--- src/hdl/ttag_pkg.sv ---
// Shared types and constants of the tensor transpose address generator.
// Used by the configuration block, the divide cells and the top level.
`timescale 1ns / 1ps
package ttag_pkg;
	localparam int IDX_W  = 32;
	localparam int DIM_W  = 16;
	localparam int DIMS   = 4;
	localparam int PROD_W = IDX_W + 1;
	localparam int ADDR_W = 5;
	localparam int DATA_W = 64;

	localparam logic [1:0] REG_RANK  = 2'd0;
	localparam logic [1:0] REG_SHAPE = 2'd1;
	localparam logic [1:0] REG_AXIS  = 2'd2;

	localparam logic [1:0] STATUS_OK    = 2'd0;
	localparam logic [1:0] STATUS_RANGE = 2'd1;
	localparam logic [1:0] STATUS_SHAPE = 2'd2;

	localparam logic [2:0]        RANK_RST  = 3'd2;
	localparam logic [DATA_W-1:0] SHAPE_RST = 64'h0001_0001_0001_0001;
	localparam logic [7:0]        AXIS_RST  = 8'hE1;

	typedef struct packed {
		logic [IDX_W-1:0] idx;
		logic [IDX_W-1:0] rem;
		logic [IDX_W-1:0] num;
		logic [IDX_W-1:0] acc;
	} word_t;

	typedef struct packed {
		logic [IDX_W-1:0] div;
		logic             skip;
		logic [IDX_W-1:0] sstride;
	} axis_ctl_t;

	typedef struct packed {
		logic [1:0]       status;
		logic [IDX_W-1:0] src;
	} result_t;
endpackage

--- src/hdl/ttag_obuf.sv ---
// Two-word output buffer that decouples the cell chain from the consumer.
// Depends on ttag_pkg for the result word layout.
`timescale 1ns / 1ps
module ttag_obuf (
	input  logic              clk,
	input  logic              arst_n,
	input  logic              push,
	input  ttag_pkg::result_t push_data,
	output logic              full,
	output logic              m_valid,
	input  logic              m_ready,
	output ttag_pkg::result_t m_data
);
	import ttag_pkg::*;

	result_t    e0_q, e1_q;
	logic [1:0] cnt_q;
	logic       pop;

	assign pop = (cnt_q != 2'd0) && m_ready;

	// push only arrives while fewer than two words are held
	always_ff @(posedge clk or negedge arst_n) begin
		if (!arst_n) begin
			cnt_q <= 2'd0;
		end else begin
			case ({push, pop})
				2'b10:   cnt_q <= cnt_q + 2'd1;
				2'b01:   cnt_q <= cnt_q - 2'd1;
				default: cnt_q <= cnt_q;
			endcase
		end
	end

	always_ff @(posedge clk) begin
		case ({push, pop})
			2'b11: begin
				if (cnt_q == 2'd1)
					e0_q <= push_data;
				else begin
					e0_q <= e1_q;
					e1_q <= push_data;
				end
			end
			2'b10: begin
				if (cnt_q == 2'd0)
					e0_q <= push_data;
				else
					e1_q <= push_data;
			end
			2'b01:   e0_q <= e1_q;
			default: ;
		endcase
	end

	assign full    = (cnt_q == 2'd2);
	assign m_valid = (cnt_q != 2'd0);
	assign m_data  = e0_q;
endmodule

--- config.mk ---
export PLATFORM = sky130hd
export DESIGN_NAME = ttag_obuf
export DESIGN_NICKNAME = d
export VERILOG_FILES = /design/src/hdl/ttag_pkg.sv /design/src/hdl/ttag_obuf.sv
export SDC_FILE = /design/constraint.sdc
export NUM_CORES = 1
export LEC_CHECK = 0
export BUFFER_PORTS_ARGS = -buffer_cell sky130_fd_sc_hd__buf_4
export CORE_MARGIN = 2
export CORE_UTILIZATION = 24
export DETAILED_ROUTE_END_ITERATION = 16
export HOLD_SLACK_MARGIN = 0.15
export MAX_ROUTING_LAYER = met4
export PLACE_DENSITY = 0.42
export SYNTH_ARGS = -nofsm -noshare
export SYNTH_HDL_FRONTEND = slang
export SYNTH_SLANG_ARGS = --single-unit
--- constraint.sdc ---
create_clock -name clk -period 3.3 [get_ports clk]
set_input_delay 0.33 -clock clk [delete_from_list [all_inputs] [get_ports clk]]
set_output_delay 0.33 -clock clk [all_outputs]
set_load 0.005 [all_outputs]
; Yosys cells after proc, flatten, opt, wreduce, memory -nomap -nowiden
; Cells that the tools add are included.
[totals]
reg_bits = 70
latch_bits = 0
ram_bits = 0
mem_bits_ro = 0
input_bits = 38
word_cells = 30
mem_count = 0
[classes]
add_sub_neg = 2
mul = 0
div_mod_pow = 0
order_cmp = 0
eq_ne = 8
shifts = 0
mux = 7
bitwise_logic = 0
reduce_logical = 8
[op_table]
columns = op, count
row1 = 34-bit 2-to-1 mux, 4
row2 = 34-bit one-hot mux with 3 select lines, 1
row3 = 34-bit one-hot mux with 2 select lines, 1
row4 = "2-bit == test, second input constant", 3
row5 = "2-bit != test, second input constant", 3
row6 = 2-bit nonzero test, 3
row7 = "2-bit by 1-bit == test with 1-bit output, second input constant", 2
row8 = 2-bit one-hot mux with 2 select lines, 1
row9 = 3-bit AND reduction, 1
row10 = 3-bit nonzero test, 1
row11 = "2-bit by 1-bit adder with 2-bit output, second input constant", 1
row12 = 2-bit logical NOT, 1
row13 = 2-bit AND reduction, 1
row14 = "2-bit by 1-bit subtractor with 2-bit output, second input constant", 1
row15 = 1-bit logical AND, 1

; Logic depth before layout (Yosys ltp)
[logic_depth]
depth_word = 5
mapped_depth = 10
mapped_depth_nobuf = 8

; Worst setup path before layout
; No wires, ideal clock.
[synth_timing]
path_type = register to register
startpoint = register cnt_q[0]
endpoint = register e1_q[0] (netlist bit) (enable)
setup_time_ps = 436
arrival_ps = 3179
t_required_ps = 2864
path_slack_ps = -316
stages_incl_launch_ff = 11
path_cell_list = dfrtp_1 -> inv_1 -> ha_1 -> nor2b_1 -> inv_2 -> ha_1 -> buf_6 -> buf_6 -> nand2_1 -> o21ai_1 -> a21oi_1
[synth_between]
elab_chain_cells = 5
word_cells_on_any_way = 10
cone_classes = eq/ne: 5 / reduce/logical: 5
[synth_lines]
columns = item, line
row1 = start: declaration, ttag_obuf.sv:17  ; logic [1:0] cnt_q;
row2 = start signal: assignment, ttag_obuf.sv:28  ; 2'b10: cnt_q <= cnt_q + 2'd1;
row3 = start signal: assignment, ttag_obuf.sv:29  ; 2'b01: cnt_q <= cnt_q - 2'd1;
row4 = start signal: assignment, ttag_obuf.sv:30  ; default: cnt_q <= cnt_q;
row5 = 2-bit nonzero test, ttag_obuf.sv:20  ; assign pop = (cnt_q != 2'd0) && m_ready;
row6 = 1-bit logical AND, ttag_obuf.sv:20
row7 = 2-bit == test, ttag_obuf.sv:36  ; case ({push, pop})
row8 = 2-bit != test (no source line) or 2-bit nonzero test (tied branches), -
row9 = 3-bit AND reduction (no source line) *, -
row10 = end signal: assignment, ttag_obuf.sv:42  ; e1_q <= push_data;
row11 = end signal: assignment, ttag_obuf.sv:49  ; e1_q <= push_data;
row12 = end: declaration, ttag_obuf.sv:16  ; result_t e0_q, e1_q;
; Every way passes the cells marked *; elsewhere a longest branch is shown, timed or not.
; A chain may end at the register's enable or synchronous reset.

; Worst setup path in the final report
[layout_timing]
startpoint = register cnt_q[0]
endpoint = register e0_q, in the netlist m_data[24], data pin
[layout_between]
elab_chain_cells = 4
word_cells_on_any_way = 8
cone_classes = eq/ne: 4 / mux: 2 / reduce/logical: 2
[layout_lines]
columns = item, line
row1 = 2-bit nonzero test, ttag_obuf.sv:20
row2 = 1-bit logical AND, ttag_obuf.sv:20
row3 = 2-bit by 1-bit == test with 1-bit output or 2-bit == test (tied branches), ttag_obuf.sv:36
row4 = 34-bit one-hot mux with 3 select lines *, ttag_obuf.sv:36
row5 = end signal: assignment, ttag_obuf.sv:39  ; e0_q <= push_data;
row6 = end signal: assignment, ttag_obuf.sv:41  ; e0_q <= e1_q;
row7 = end signal: assignment, ttag_obuf.sv:47  ; e0_q <= push_data;
row8 = end: declaration, ttag_obuf.sv:16
; Marks and branches as above.

==> qor.txt <==
CTS
------------------------------------------------------------------------------------------
Level count of the clock H-tree                                                          3
TritonCTS Sinks                                                                         70
Clock edge transition at the registers on the reported setup and hold paths          60 ps
Count of buffers added by post-CTS timing repair for setup                               0
Root Buffer Master                                                            sky130_fd_sc_hd__clkbuf_16
Number of clock buffers inserted by TritonCTS                                            9
CTS tree                                                                               yes
Maximum count of clock buffers along a single path                                       2
Later-pin clock latency in the skew report                                          340 ps
Number of gates given a new drive strength after cts                                     0

SYNTHESIS
------------------------------------------------------------------------------------------
Number of storage elements in the synthesis netlist                                     70
Post-synth top area share                                                            0.625
Post-synth top flop                                                           sky130_fd_sc_hd__edfxtp_1
Number of instances in the synthesized netlist                                         215
Syn_nets                                                                               260
Proportion of synthesized flip-flops having asynchronous set or reset               0.0286
Yosys Warn Count                                                                         0
Synth area leader                                                             sky130_fd_sc_hd__edfxtp_1
Library cell with the highest instance count after synthesis                  sky130_fd_sc_hd__edfxtp_1
Number of enable-type register cells in the synthesized netlist                         68
Post-Syn Area per Cell                                                          15.2 sq um
Most used standard cells in the synthesized netlist                           68 x sky130_fd_sc_hd__edfxtp_1, 34 x sky130_fd_sc_hd__a21oi_1, 34 x sky130_fd_sc_hd__mux2i_1, 29 x sky130_fd_sc_hd__a221oi_1, 8 x sky130_fd_sc_hd__buf_2
Synth cell types                                                                        21
Combined area of all synthesized cells                                        0.00327 sq mm
Portion of the post-synthesis area used by sequential elements                       0.640
Main area contributors after synthesis                                        sky130_fd_sc_hd__edfxtp_1 63%, sky130_fd_sc_hd__mux2i_1 10%, sky130_fd_sc_hd__a221oi_1 7.8%

GLOBAL ROUTE
------------------------------------------------------------------------------------------
Vias in the first global route                                                        2075
Number of antenna violations at the first check in global routing                        0
Met2 layer usage reported by global route                                            0.166
Maximum number of pins on one net before global-route repair                            33
Busiest layer in global routing                                                       met2
GR Util met1                                                                         0.129
Wire length of the first global-routing pass                                  11300 microns
Overflow left after global routing                                                       0
Met3 routing resource usage after global routing                                    0.0307
All-Layer GR Usage                                                                   0.108

MIN PATH
------------------------------------------------------------------------------------------
Type of the worst min-delay path                                                    in2reg
Worst hold stages                                                                        1
Worst Min Path Start                                                          push_data[21]

FLOORPLANNING
------------------------------------------------------------------------------------------
Die extent in y                                                                121 microns
Die ar.                                                                       0.0146 sq mm
Top-level I/O count                                                                     74
Row cnt                                                                                 42
Die W                                                                          121 microns
Core Area                                                                     0.0132 sq mm
Initial cell density of the core                                                     0.247

STATUS
------------------------------------------------------------------------------------------
Status                                                                        complete, no violations

WORST SETUP PATH
------------------------------------------------------------------------------------------
Critical path capture point type                                                      flop
Launch point of the worst reg-to-reg path                                         cnt_q[0]
Data arrival at the endpoint of the critical path                                  2550 ps
Class of the most critical setup path                                              reg2reg
Critical path peak fanout                                                               32
Worst setup path start                                                            cnt_q[0]
Required time worst endpoint                                                       3390 ps
Register-to-Register Path Depth                                                          6
Startpoint kind of the worst setup timing path                                        flop

POWER
------------------------------------------------------------------------------------------
Power density over the cells                                                   938 mW/mm^2
Worst supply voltage drop on vdd                                                  0.270 mV
Leakage Power                                                                      1.59 nW

STA
------------------------------------------------------------------------------------------
Setup TNS                                                                             0 ps
Achievable Freq                                                                    407 MHz
Crit share post-route                                                                0.745
Max Transition Viols Final                                                               0
Unrepaired setup endpoints after global routing                                         no
Final hold violation count                                                               0
Worst slew margin                                                                    0.459
Min Clock Period, post-route                                                       2460 ps
Post-route clock skew                                                              3.58 ps
Setup violations, final                                                                  0
Tightest Pin Transition                                                             811 ps

PLACEMENT
------------------------------------------------------------------------------------------
Gp weighted congestion                                                               0.672
Post-DP HPWL                                                                  4780 microns
Post-detailed-placement cell area                                             0.00397 sq mm
Total of buffers placed on input and output ports                                       73

CELLS AND AREA
------------------------------------------------------------------------------------------
Layout net count                                                                       334
Final design utilization                                                             0.322
Antenna cell count                                                                       0
Area Growth Syn to Fin                                                               30.3%
Layout Cell Area excl Fill                                                    0.00426 sq mm
Ratio of cells with drive above 1 in the final layout                                0.365

DRT
------------------------------------------------------------------------------------------
Vias per cell                                                                         4.61
Routed via count                                                                      2160
Count of antenna-violating nets left after detailed routing                              0
Routed wirelength normalized by instance count                                15.9 microns
DR DRC count                                                                             0
Iter 0 DRT Violations                                                                   97
First-pass iteration count of the detailed router                                        6
Wire length reported by the detailed router                                   7460 microns

FLOW RUN
------------------------------------------------------------------------------------------
Number of max-cap violations                                                             0

==> worst max-delay path, cell delays in order (launching register included) <==
cell,delay [ps]
sky130_fd_sc_hd__dfrtp_1,390
sky130_fd_sc_hd__inv_1,80
sky130_fd_sc_hd__ha_1,220
sky130_fd_sc_hd__nor2b_1,310
sky130_fd_sc_hd__ha_2,640
sky130_fd_sc_hd__mux2_4,350
sky130_fd_sc_hd__a22o_1,230
==> through the flow <==
step                hold WS, ps  power (W)  instances  setup WS [ps]
finish                      188    0.00399        469            841
global route                178    0.00424        469            597
CTS                         171    0.00407        469            799
detailed placement          119    0.00310        453            822
global placement            118    0.00310        453            891
floorplan                  34.4    0.00252        215            440
==> path summary, 6_finish.rpt <==
kind	slack, ps	endpoint
worst max-delay path	840	m_data[24]
max in group asynchronous	2900	cnt_q[1]
worst min-delay path	190	e1_q[21]
min in group asynchronous	310	cnt_q[0]
worst min register to register	530	cnt_q[1]
worst max register to register	840	m_data[24]
==> per-layer routing <==
layer | routed length, microns | share of wire | vias up
li1 | - | - | 1032
met1 | 3340 | 0.45 | 1064
met2 | 3580 | 0.48 | 54
met3 | 373 | 0.050 | 10
met4 | 162 | 0.022 | 0
met5 | 0 | 0 | -
==> registers in the layout, summed over array words and instances, names as in the netlist <==
register  flops
e1_q         34
m_data       34
cnt_q         2
==> cells by family (layout without fill, tap and decap cells) <==
| kind of cell | after synthesis | in the layout | synth area share |
|---|---|---|---|
| compound gates | 73 | 73 | 0.160 |
| flops | 70 | 70 | 0.640 |
| mux | 35 | 35 | 0.109 |
| buf+inv | 26 | 104 | 0.0571 |
| fa+ha+maj | 7 | 7 | 0.0268 |
| simple gates | 3 | 3 | 0.00422 |
| xor+xnor | 1 | 1 | 0.00268 |
==> where the power goes <==
group          total [W]  switching (W)  leakage (nW)  internal [W]
Sequential       0.00158       0.000119         0.682       0.00146
Clock           0.000942       0.000370         0.142      0.000572
Combinational    0.00147       0.000770         0.764      0.000699
==> final cells by class <==
type	instances	area, sq um
timing repair buffer	83	626
fill	1366	8980
clock inverter	6	53.8
multi-input combinational	119	1020
sequential	70	2090
clock buffer	9	225
inverter	6	22.5
tap	176	220
==> layout by cell type, fill, tap and decap left out <==
master                          synthesis  final
sky130_fd_sc_hd__clkbuf_16              0      9
sky130_fd_sc_hd__a211oi_1               1      1
sky130_fd_sc_hd__o21ai_1                3      2
sky130_fd_sc_hd__ha_1                   7      4
sky130_fd_sc_hd__ha_2                   0      3
sky130_fd_sc_hd__a21o_1                 1      1
sky130_fd_sc_hd__clkinv_2               0      4
sky130_fd_sc_hd__bufinv_16              0      1
sky130_fd_sc_hd__a221oi_2               4      4
sky130_fd_sc_hd__mux2i_1               34     34
sky130_fd_sc_hd__inv_2                  1      1
sky130_fd_sc_hd__nor2b_1                1      1
sky130_fd_sc_hd__mux2_4                 1      1
sky130_fd_sc_hd__inv_1                  5      5
sky130_fd_sc_hd__clkinv_1               0      1
sky130_fd_sc_hd__a22o_1                 1      1
sky130_fd_sc_hd__edfxtp_1              68     68
sky130_fd_sc_hd__a221oi_1              29     29
sky130_fd_sc_hd__a21oi_1               34     33
sky130_fd_sc_hd__buf_4                  0     82
sky130_fd_sc_hd__dlygate4sd3_1          0      1
sky130_fd_sc_hd__dfrtp_1                2      2
sky130_fd_sc_hd__a21oi_4                0      1
sky130_fd_sc_hd__xnor2_1                1      1
sky130_fd_sc_hd__o21ai_4                0      1
sky130_fd_sc_hd__nand2_1                2      2
==> what timing repair did <==
item	CTS	global route
endpoints found under the setup margin	0	0
hold endpoints to repair	2	0
hold buffers	1	0
No activity file was read; power rests on OpenSTA's default activity.
