===== src/hdl/ttag_pkg.sv =====
// Shared types and constants of the tensor transpose address generator.
// Used by the configuration block, the divide cells and the top level.
`timescale 1ns / 1ps
package ttag_pkg;
	localparam int IDX_W  = 32;
	localparam int DIM_W  = 16;
	localparam int DIMS   = 4;
	localparam int PROD_W = IDX_W + 1;
	localparam int ADDR_W = 5;
	localparam int DATA_W = 64;

	localparam logic [1:0] REG_RANK  = 2'd0;
	localparam logic [1:0] REG_SHAPE = 2'd1;
	localparam logic [1:0] REG_AXIS  = 2'd2;

	localparam logic [1:0] STATUS_OK    = 2'd0;
	localparam logic [1:0] STATUS_RANGE = 2'd1;
	localparam logic [1:0] STATUS_SHAPE = 2'd2;

	localparam logic [2:0]        RANK_RST  = 3'd2;
	localparam logic [DATA_W-1:0] SHAPE_RST = 64'h0001_0001_0001_0001;
	localparam logic [7:0]        AXIS_RST  = 8'hE1;

	typedef struct packed {
		logic [IDX_W-1:0] idx;
		logic [IDX_W-1:0] rem;
		logic [IDX_W-1:0] num;
		logic [IDX_W-1:0] acc;
	} word_t;

	typedef struct packed {
		logic [IDX_W-1:0] div;
		logic             skip;
		logic [IDX_W-1:0] sstride;
	} axis_ctl_t;

	typedef struct packed {
		logic [1:0]       status;
		logic [IDX_W-1:0] src;
	} result_t;
endpackage


===== src/hdl/ttag_cell.sv =====
// One quotient bit of an output coordinate, with source index accumulation.
// Depends on ttag_pkg; chained 32 per axis by the top level.
`timescale 1ns / 1ps
module ttag_cell #(
	parameter int BIT = 0
) (
	input  logic                clk,
	input  logic                arst_n,
	input  logic                en,
	input  logic                in_vld,
	input  ttag_pkg::word_t     in_word,
	input  ttag_pkg::axis_ctl_t ctl,
	output logic                out_vld,
	output ttag_pkg::word_t     out_word
);
	import ttag_pkg::*;

	logic             vld_q;
	word_t            data_q;
	logic [IDX_W:0]   t;
	logic             take;
	word_t            nxt;

	always_comb begin
		t    = {in_word.rem, in_word.num[IDX_W-1]};
		take = !ctl.skip && (t >= {1'b0, ctl.div});
		nxt  = in_word;
		nxt.num = in_word.num << 1;
		nxt.rem = take ? IDX_W'(t - {1'b0, ctl.div}) : t[IDX_W-1:0];
		if (take)
			nxt.acc = in_word.acc + (ctl.sstride << BIT);
	end

	always_ff @(posedge clk or negedge arst_n) begin
		if (!arst_n) begin
			vld_q <= 1'b0;
		end else if (en) begin
			vld_q <= in_vld;
		end
	end

	always_ff @(posedge clk) begin
		if (en)
			data_q <= nxt;
	end

	assign out_vld  = vld_q;
	assign out_word = data_q;
endmodule


===== config.mk =====
export PLATFORM = sky130hd
export DESIGN_NAME = ttag_cell
export DESIGN_NICKNAME = d
export VERILOG_FILES = /design/src/hdl/ttag_pkg.sv /design/src/hdl/ttag_cell.sv
export SDC_FILE = /design/constraint.sdc
export NUM_CORES = 1
export LEC_CHECK = 0
export ABC_CLOCK_PERIOD_IN_PS = 1000
export BUFFER_PORTS_ARGS = -buffer_cell sky130_fd_sc_hd__buf_2
export CAP_MARGIN = 20
export CORE_AREA = 2 2 176 178
export DETAILED_ROUTE_END_ITERATION = 8
export DIE_AREA = 0 0 178 180
export PLACE_DENSITY = 0.49
export SKIP_LAST_GASP = 1
export SLEW_MARGIN = 5
export SYNTH_ARGS = -nofsm -noshare
export SYNTH_HDL_FRONTEND = slang
export SYNTH_SLANG_ARGS = --single-unit

===== constraint.sdc =====
create_clock -name clk -period 1 [get_ports clk]
set_clock_uncertainty 0.15 [all_clocks]
set_input_delay 0.05 -clock clk [delete_from_list [all_inputs] [get_ports clk]]
set_output_delay 0.05 -clock clk [all_outputs]
set_load 0.01 [all_outputs]

After elaboration in Yosys (flattened, before gate mapping)

Index checks and enable logic that the tools add are counted.

Register bits after elaboration: 128
Latch bits: 0
Bits in writable memories: 0
Bits in read-only memories: 0
Bits of input ports: 197
Word-level logic and storage cells: 12
Memories: 0

$add $sub $neg: 2
$mul: 0
Divide/modulo/power cells: 0
Order comparisons: 1
Eq/ne operators: 0
Shift-type cells: 0
Multiplexer cells: 2
Bitwise operators: 0
Reductions and logical operators: 2

Operator list:

| cell                           | number |
|---|---|
| 2-to-1 mux 32 bit              | 2 |
| >= comparator 33 x 32 -> 1 bit | 1 |
| adder 32 bit                   | 1 |
| subtractor 32 bit              | 1 |
| logical AND 1 bit              | 1 |
| logical NOT 1 bit              | 1 |

Depth between registers and ports, before layout

Gate-level depths: netlist of the first run.

Depth after elaboration: 3
Gate-level depth with buffers: 15
Mapped depth without buffers: 12

Worst setup path before layout of the first run

No wires, ideal clock.

Kind: input port to flip-flop
Start: input ctl[59] (netlist name)
End: register data_q, in the netlist out_word[0], data pin
Library setup time: 262 ps
Arrival time: 2536 ps
Setup slack: -1948 ps
Stages: 13
Buffers on the path: 3
Path through: inv_1 -> ha_1 -> clkbuf_1 -> a21o_1 -> a21o_1 -> a21o_1 -> a221o_1 -> a21o_1 -> a211oi_1 -> o32a_1 -> buf_6 -> buf_6 -> mux2_1

RTL lines:

| item                 | line            | source |
|---|---|---|
| start, declared      | ttag_cell.sv:12 | `input ttag_pkg::axis_ctl_t ctl,` |
| end signal, assigned | ttag_cell.sv:44 | `data_q <= nxt;` |
| end, declared        | ttag_cell.sv:19 | `word_t data_q;` |

==> Flow_metrics.wiki, run 1 <==
{| class="wikitable"
! Metric !! Value
|-
| Count of input and output buffers || approximately 320
|-
| Routability Congestion || ~0.81
|-
| RSZ-0062 raised after global routing || true
|-
| Antenna violations before repair || 12
|-
| Register area share after synthesis || 0.480
|-
| Arrival time of the worst setup path || 2580 ps
|-
| Kind of start point of the critical path || input pin
|-
| Initial standard-cell utilization of the core || 0.265
|-
| Critical-path cell with the highest stage delay || or4_4
|-
| Required time at the endpoint of the critical path || 1130 ps
|-
| Setup Viol. Count Final || 192
|-
| Final net count || ~1,700
|-
| Endpoints failing hold || 64
|-
| CTS tree || done
|-
| Fraction of layout cells with a size suffix above 1 || 0.491
|-
| Post-Syn Instances || 773
|-
| Total half-perimeter wirelength after legalization and detailed placement || 21.7 mm
|-
| Average wire per standard cell || 15.0 um
|-
| Area Growth Syn to Fin || 83.6%
|-
| Die extent in y || 180 um
|-
| Critical path class || input pin to register
|-
| Worst Setup Slack post-DPL || -2100 ps
|-
| Timing-limited maximum frequency || about 0.41 GHz
|-
| Library cell occupying the most area in the post-synthesis netlist || edfxtp_1
|-
| Final Worst Setup Slack || -1450 ps
|-
| Number of inserted filler cells in the final layout || 2,849
|-
| Min-Delay Startpoint || in_word[0]
|-
| Drt initial violations || 357
|-
| Count of warnings emitted by yosys || 0
|-
| Synthesized Nets || approximately 1,000
|-
| Failing checks || hold timing, setup timing
|-
| Vias in the first global route || 8,666
|-
| Detail-routed via count per cell || 4.49
|-
| Largest stage delay on the critical path || ~580 ps
|-
| Number of H-tree branching levels || 4
|-
| Class of the worst hold path || input pin to register
|-
| Depth of the worst register-to-register path || 1
|-
| Nature of the critical path endpoint || register
|-
| Total Routed Length || 27.9 mm
|-
| Highest net fanout along the worst path || 3
|-
| Mapped cell area || between 0.008 and 0.009 mm2
|-
| Family of cells with the greatest summed delay on the critical path || compound AO/OA/AOI/OAI gates
|-
| Worst hold path endpoint || out_word[0]$_DFFE_PP_
|-
| Power density of the placed cells || 1340 mW/mm2
|-
| Num rows || 64
|-
| Total iterations of the first detailed-routing run || 4
|-
| Register-to-register setup slack || 90 ps
|-
| Unique cell type count in the Yosys netlist || 61
|-
| Critical path buffers and inverters || 2
|-
| Clock root buffer || clkbuf_16
|-
| Capture point of the worst reg-to-reg path || out_vld$_DFFE_PN0P_
|-
| Inserted Clock Buffers || 17
|-
| Residual DRC count || 0
|-
| Overall global routing resource usage || 0.172
|-
| Number of ports placed on the die boundary || approximately 330
|-
| Die area || 0.0320 mm2
|-
| Final worst-path cycle share || 2.45
|-
| Post-synthesis sequential element count || between 100 and 150
|-
| Leftover overflow at the end of global routing || 0
|-
| First-pass GRT wire length || 43.3 mm
|-
| Result of the run || complete, but fails checks
|-
| WHS Path Cells || 2
|-
| Longest Clk Path Bufs || 2
|-
| Utilization after layout || 0.487
|-
| Static power due to leakage || between 6 and 7 nW
|-
| Number of flops mapped to enable cells by yosys || 127
|-
| Worst-skew pair later-pin latency || about 420 ps
|-
| CTS sink count || 128
|-
| Launch point of the worst reg-to-reg path || out_vld$_DFFE_PN0P_
|-
| Most used standard cells in the synthesized netlist || 127 x edfxtp_1, 96 x nand2_1, 63 x ha_1
|-
| Syn_area_per_cell || 10.4 um2
|-
| Number of slew-limit violations in the final report || 0
|-
| Clock transition at path regs || approximately 60 ps
|-
| Largest vdd supply drop || roughly 1 mV
|-
| Fraction of post-synthesis cell area in the top cell type by area || 0.476
|-
| Crit-path most repeated cell || nand4_1
|-
| Chip width || 178 um
|-
| Final Hold Slack || -215 ps
|-
| Most used DFF post-synth || edfxtp_1
|-
| Max_cap viols || 0
|-
| Most frequently used cell type in the post-synthesis netlist || edfxtp_1
|-
| Antenna Violating Nets Remaining || 0
|-
| Vias post-DR || 8,343
|-
| Final critical-path required period || 2450 ps
|-
| Sequence of cells on the critical path || buf_8 > ha_4 > a211oi_4 > o311a_1 > or4_4 > nand4_1 > a31oi_2 > o21ai_1 > o21a_1 > buf_4 > mux2_2 > nand4_1
|-
| Share of flip-flops with an asynchronous set or reset || 0.00781
|-
| Core region area || 0.0302 mm2
|-
| Sum of negative setup slack || -103,050 ps
|-
| Largest net degree at the start of global routing || 43
|-
| Synth area leaders || edfxtp_1 48%, ha_1 9.8%, nand2_1 4.5%
|}
## state kept, by name, summed over array words and instances, names as in the netlist
signal    cells
out_vld       1
out_word    127
## cells by family after synthesis
family	Yosys count	synth area share
flip-flops	128	0.480
AO/OA/AOI/OAI	243	0.188
buffers and inverters	71	0.0388
AND/OR/NAND/NOR	199	0.114
XOR/XNOR	55	0.0602
adder cells (fa/ha/maj)	65	0.103
multiplexers	11	0.0153
other	1	0.000469
## layout by cell type (no fill, tap or decap), drive strengths merged, types with 17 or more instances in the layout
| master | Yosys | routed |
|---|---|---|
| ha | 63 | 63 |
| xor2 | 30 | 30 |
| o21ai | 88 | 88 |
| nand2 | 96 | 96 |
| dlygate4sd3 | 0 | 127 |
| nor2 | 30 | 30 |
| buf | 13 | 552 |
| a21oi | 60 | 60 |
| edfxtp | 127 | 127 |
| inv | 44 | 48 |
| a21o | 27 | 27 |
| clkbuf | 14 | 18 |
| nand3 | 17 | 17 |
| xnor2 | 25 | 25 |
## what timing repair did
item / 4_1_cts / 5_1_grt
buffers inserted: 8 / 4
cloned: 2 / 0
resized for setup: 66 / 101
pin swaps: 32 / 27
hold buffers: 126 / 1
endpoints found under the hold margin: 240 / 93
setup endpoints to repair: 192 / 192
## routing by layer
layer / wire, um / up-vias / share of wire / track usage
met5: 73 / - / 0.0026 / 0
met3: 1580 / 39 / 0.057 / 0.0353
met4: 655 / 10 / 0.024 / 0.0639
li1: - / 4214 / - / -
met1: 12000 / 3875 / 0.43 / 0.209
met2: 13600 / 205 / 0.49 / 0.298
## per-stage QoR
step	instance area (um2)	power, mW	std cells
after global placement	12100	12.3	1682
final	14700	19.7	1860
after global routing	14700	20.8	1858
after floorplan	8440	9.63	773
after CTS	14300	19.7	1850
after detailed placement	12100	12.3	1682
## cell type report
cell class,count,area [um2],share of cell area
tap,396,495,0.0337
sequential,128,3840,0.261
inverter,44,205,0.0140
clock inverter,14,181,0.0123
antenna,7,17.5,0.00119
clock buffer,18,429,0.0292
multi-input combinational,574,4640,0.315
timing repair buffer,679,4890,0.333
## worst max path at each step
stage	start	to	slack (ps)	cells past startpoint
after global routing	in_word[1]	out_word[31]$_DFFE_PP_	-1550	11
after CTS	ctl[35]	out_word[2]$_DFFE_PP_	-1440	14
after floorplan	ctl[59]	out_word[0]$_DFFE_PP_	-1680	13
after global placement	in_word[0]	out_word[30]$_DFFE_PP_	-2060	13
final	in_word[1]	out_word[31]$_DFFE_PP_	-1450	12
after detailed placement	in_word[0]	out_word[30]$_DFFE_PP_	-2100	13
## report_power, final
group          switching [mW]  internal [mW]
Sequential              0.135           6.57
Clock                    2.64           3.97
Combinational            3.04           3.39
No activity file was read; power rests on OpenSTA's default activity.
==> inputs of run 2 (changes only) <==
Settings changed: ABC_CLOCK_PERIOD_IN_PS 1000 to 2730.
Clock period 1 ns to 2.73 ns, I/O delays scaled along.
==> run 2 against run 1 <==
  * First-iteration DRC count grew 0.56%
  * Critical path depth rose by 1
  * The run now ends clean
  * Core utilization is 4.7 points lower
  * Critical endpoint is now out_word[88]$_DFFE_PP_
  * Routed wire length down 3.0%
==> Flow_metrics.wiki, run 2 (synthesized netlist as in run 1, its figures left out) <==
{| class="wikitable"
! Metric !! Value
|-
| Share of power burned in registers || 0.365 (+0.026)
|-
| Timing-limited maximum frequency || 0.381 GHz
|-
| Final net count || 1,628 (-4.6%)
|-
| Drt initial violations || 359 (+0.56%)
|-
| Largest net degree at the start of global routing || 66 (+53%)
|-
| Clock network fraction of design power || 0.337 (+0.002)
|-
| Total iterations of the first detailed-routing run || 5 (+1)
|-
| Nature of the critical path endpoint || register
|-
| Result of the run || completed
|-
| Most common library cell in the layout ignoring fill and taps || buf_2
|-
| Inserted Clock Buffers || 17 (unchanged)
|-
| Worst hold path endpoint || out_word[30]$_DFFE_PP_
|-
| Net switching power || 2.10 mW (-64%)
|-
| Min-Delay Startpoint || in_word[30]
|-
| Overall global routing resource usage || 0.166 (-0.00589)
|-
| Final Worst Setup Slack || 107 ps (+1550 ps)
|-
| Power density of the placed cells || 508 mW/mm2 (-62%)
|-
| Clock root buffer || clkbuf_16
|-
| Fraction of layout cells with a size suffix above 1 || 0.395 (-0.0955)
|-
| Max reg flops || 127 (unchanged)
|-
| CTS sink count || 128 (unchanged)
|-
| Arrival time of the worst setup path || 2650 ps (+70 ps)
|-
| Top library cells by usage in the layout, fill and taps aside || 323 x buf_2, 141 x buf_4, 130 x dlygate4sd3_1
|-
| Core region area || 0.0302 mm2 (unchanged)
|-
| Chip width || 178 um (unchanged)
|-
| Endpoints failing hold || 0 (-100%)
|-
| Die extent in y || 180 um (unchanged)
|-
| Total cell area at the placement stage || 0.0113 mm2 (-6.1%)
|-
| Kind of start point of the critical path || input pin
|-
| Die area || 0.0320 mm2 (unchanged)
|-
| Total half-perimeter wirelength after legalization and detailed placement || 21.2 mm (-2.6%)
|-
| Count of input and output buffers || 324 (unchanged)
|-
| Post-CTS repair timing setup buffer count || 0 (-8)
|-
| Vias post-DR || 7,995 (-4.2%)
|-
| Static power due to leakage || 6.09 nW (-9.1%)
|-
| Post-Place Cells || 1,613 (-4.1%)
|-
| Switching Fraction || 0.312 (+0.0175)
|-
| Utilization after layout || 0.439 (-0.0475)
|-
| Highest net fanout along the worst path || 2 (-1)
|-
| Antenna Violating Nets Remaining || 0 (unchanged)
|-
| Total Routed Length || 27.0 mm (-3.0%)
|-
| Internal power || 4.63 mW (-67%)
|-
| Final cell count without fillers || 1,779 (-4.4%)
|-
| Largest vdd supply drop || 0.316 mV (-68%)
|-
| Register-to-register setup slack || 1820 ps (+1730 ps)
|-
| Relative contribution of combinational cells to total power || 0.298 (-0.027)
|-
| WHS Path Cells || 3 (+1)
|-
| Vias in the first global route || 8,202 (-5.4%)
|-
| Final critical-path required period || 2620 ps
|-
| Routability Congestion || 0.833 (+2.5%)
|-
| Number of ports placed on the die boundary || 326 (unchanged)
|-
| Number of slew-limit violations in the final report || 0 (unchanged)
|-
| Capture point of the worst reg-to-reg path || out_vld$_DFFE_PN0P_
|-
| Max_cap viols || 0 (unchanged)
|-
| Depth of the worst register-to-register path || 1 (unchanged)
|-
| Num rows || 64 (unchanged)
|-
| Worst Setup Slack post-DPL || -418 ps (+1680 ps)
|-
| Number of H-tree branching levels || 4 (unchanged)
|-
| Required time at the endpoint of the critical path || 2760 ps (+1630 ps)
|-
| Leftover overflow at the end of global routing || 0 (unchanged)
|-
| Average wire per standard cell || 15.2 um (+1.4%)
|-
| Clock transition at path regs || 60 ps (about the same)
|-
| Final Total Pwr || 6.74 mW (-66%)
|-
| CTS tree || done
|-
| Residual DRC count || 0 (unchanged)
|-
| First-pass GRT wire length || 41.9 mm (-3.2%)
|-
| Longest Clk Path Bufs || 2 (unchanged)
|-
| Setup Viol. Count Final || 0 (-100%)
|-
| Class of the worst hold path || input pin to register
|-
| Worst-skew pair later-pin latency || 420 ps (about the same)
|-
| Critical path class || input pin to register
|-
| Detail-routed via count per cell || 4.49 (+0.19%)
|-
| Area Growth Syn to Fin || 65.7%
|-
| Final worst-path cycle share || 0.961
|-
| Antenna violations before repair || 5 (-7)
|-
| Initial standard-cell utilization of the core || 0.265 (unchanged)
|-
| Launch point of the worst reg-to-reg path || out_vld$_DFFE_PN0P_
|-
| Final standard cell area without fillers || 0.0133 mm2 (-9.8%)
|}
## run 2: cell types whose count changed in the layout (fill, tap and decap cells not counted), moves of 5 or more
cell,change
buf_4,-70
nand2_1,+28
o21ai_2,-22
buf_6,-19
buf_2,+17
nand2_4,-17
ha_1,+15
ha_4,-15
o21ai_0,+13
nand2_2,-11
inv_1,+9
o21ai_1,+9
buf_12,-5
## run 2: critical path, stage by stage
cell and delay, ps:
buf_2 90, inv_1 30, ha_1 210, fa_1 410
nor2b_2 170, o2111ai_1 150, a31o_2 300, o41a_1 310
o21ai_1 150, nand3_1 150, o21ai_1 190, xor2_1 90
mux2_4 260
## run 2: power by group through the flow
stage | sequential, mW | clock (mW) | combinational (mW)
floorplan | 2.61 | 0 | 0.870
CTS | 2.46 | 2.35 | 2.01
detailed placement | 2.50 | 0 | 1.86
finish | 2.46 | 2.27 | 2.01
global route | 2.48 | 2.43 | 2.22
global placement | 2.50 | 0 | 1.85
## run 2: final cells by class
class / count / area, um2
timing repair buffer: 601 / 4110
inverter: 44 / 178
fill: 2949 / 16900
multi-input combinational: 574 / 4060
sequential: 128 / 3840
clock inverter: 15 / 143
tap: 396 / 495
clock buffer: 17 / 425
antenna: 4 / 10.0
## run 2: worst max-delay path by stage
stage               slack (ps)   startpoint                endpoint
floorplan                  -40      ctl[59]   out_word[0]$_DFFE_PP_
global placement          -350      ctl[59]  out_word[88]$_DFFE_PP_
detailed placement        -420  in_word[70]  out_word[85]$_DFFE_PP_
CTS                         40  in_word[70]  out_word[85]$_DFFE_PP_
global route               -10  in_word[63]  out_word[88]$_DFFE_PP_
finish                     110  in_word[63]  out_word[88]$_DFFE_PP_
## run 2: metrics by stage
step | hold slack, ps | TNS, ps
floorplan | -309 | -324
global placement | -237 | -17070
detailed placement | -237 | -21580
CTS | -132 | 0
global route | 10.2 | -32.5
finish | 16.2 | 0
## run 2: what timing repair did
| item | in CTS | in global routing |
|---|---|---|
| hold buffers | 128 | 2 |
| endpoints found under the hold margin | 160 | 1 |
| gates resized for setup | 0 | 11 |
| setup endpoints to repair | 0 | 53 |
## run 2: layer usage
metal	track usage	vias to the layer above	share of wire
li1	-	4048	-
met4	0.0505	2	0.018
met1	0.207	3703	0.45
met2	0.281	218	0.47
met3	0.0431	24	0.066
met5	0	-	0.00048
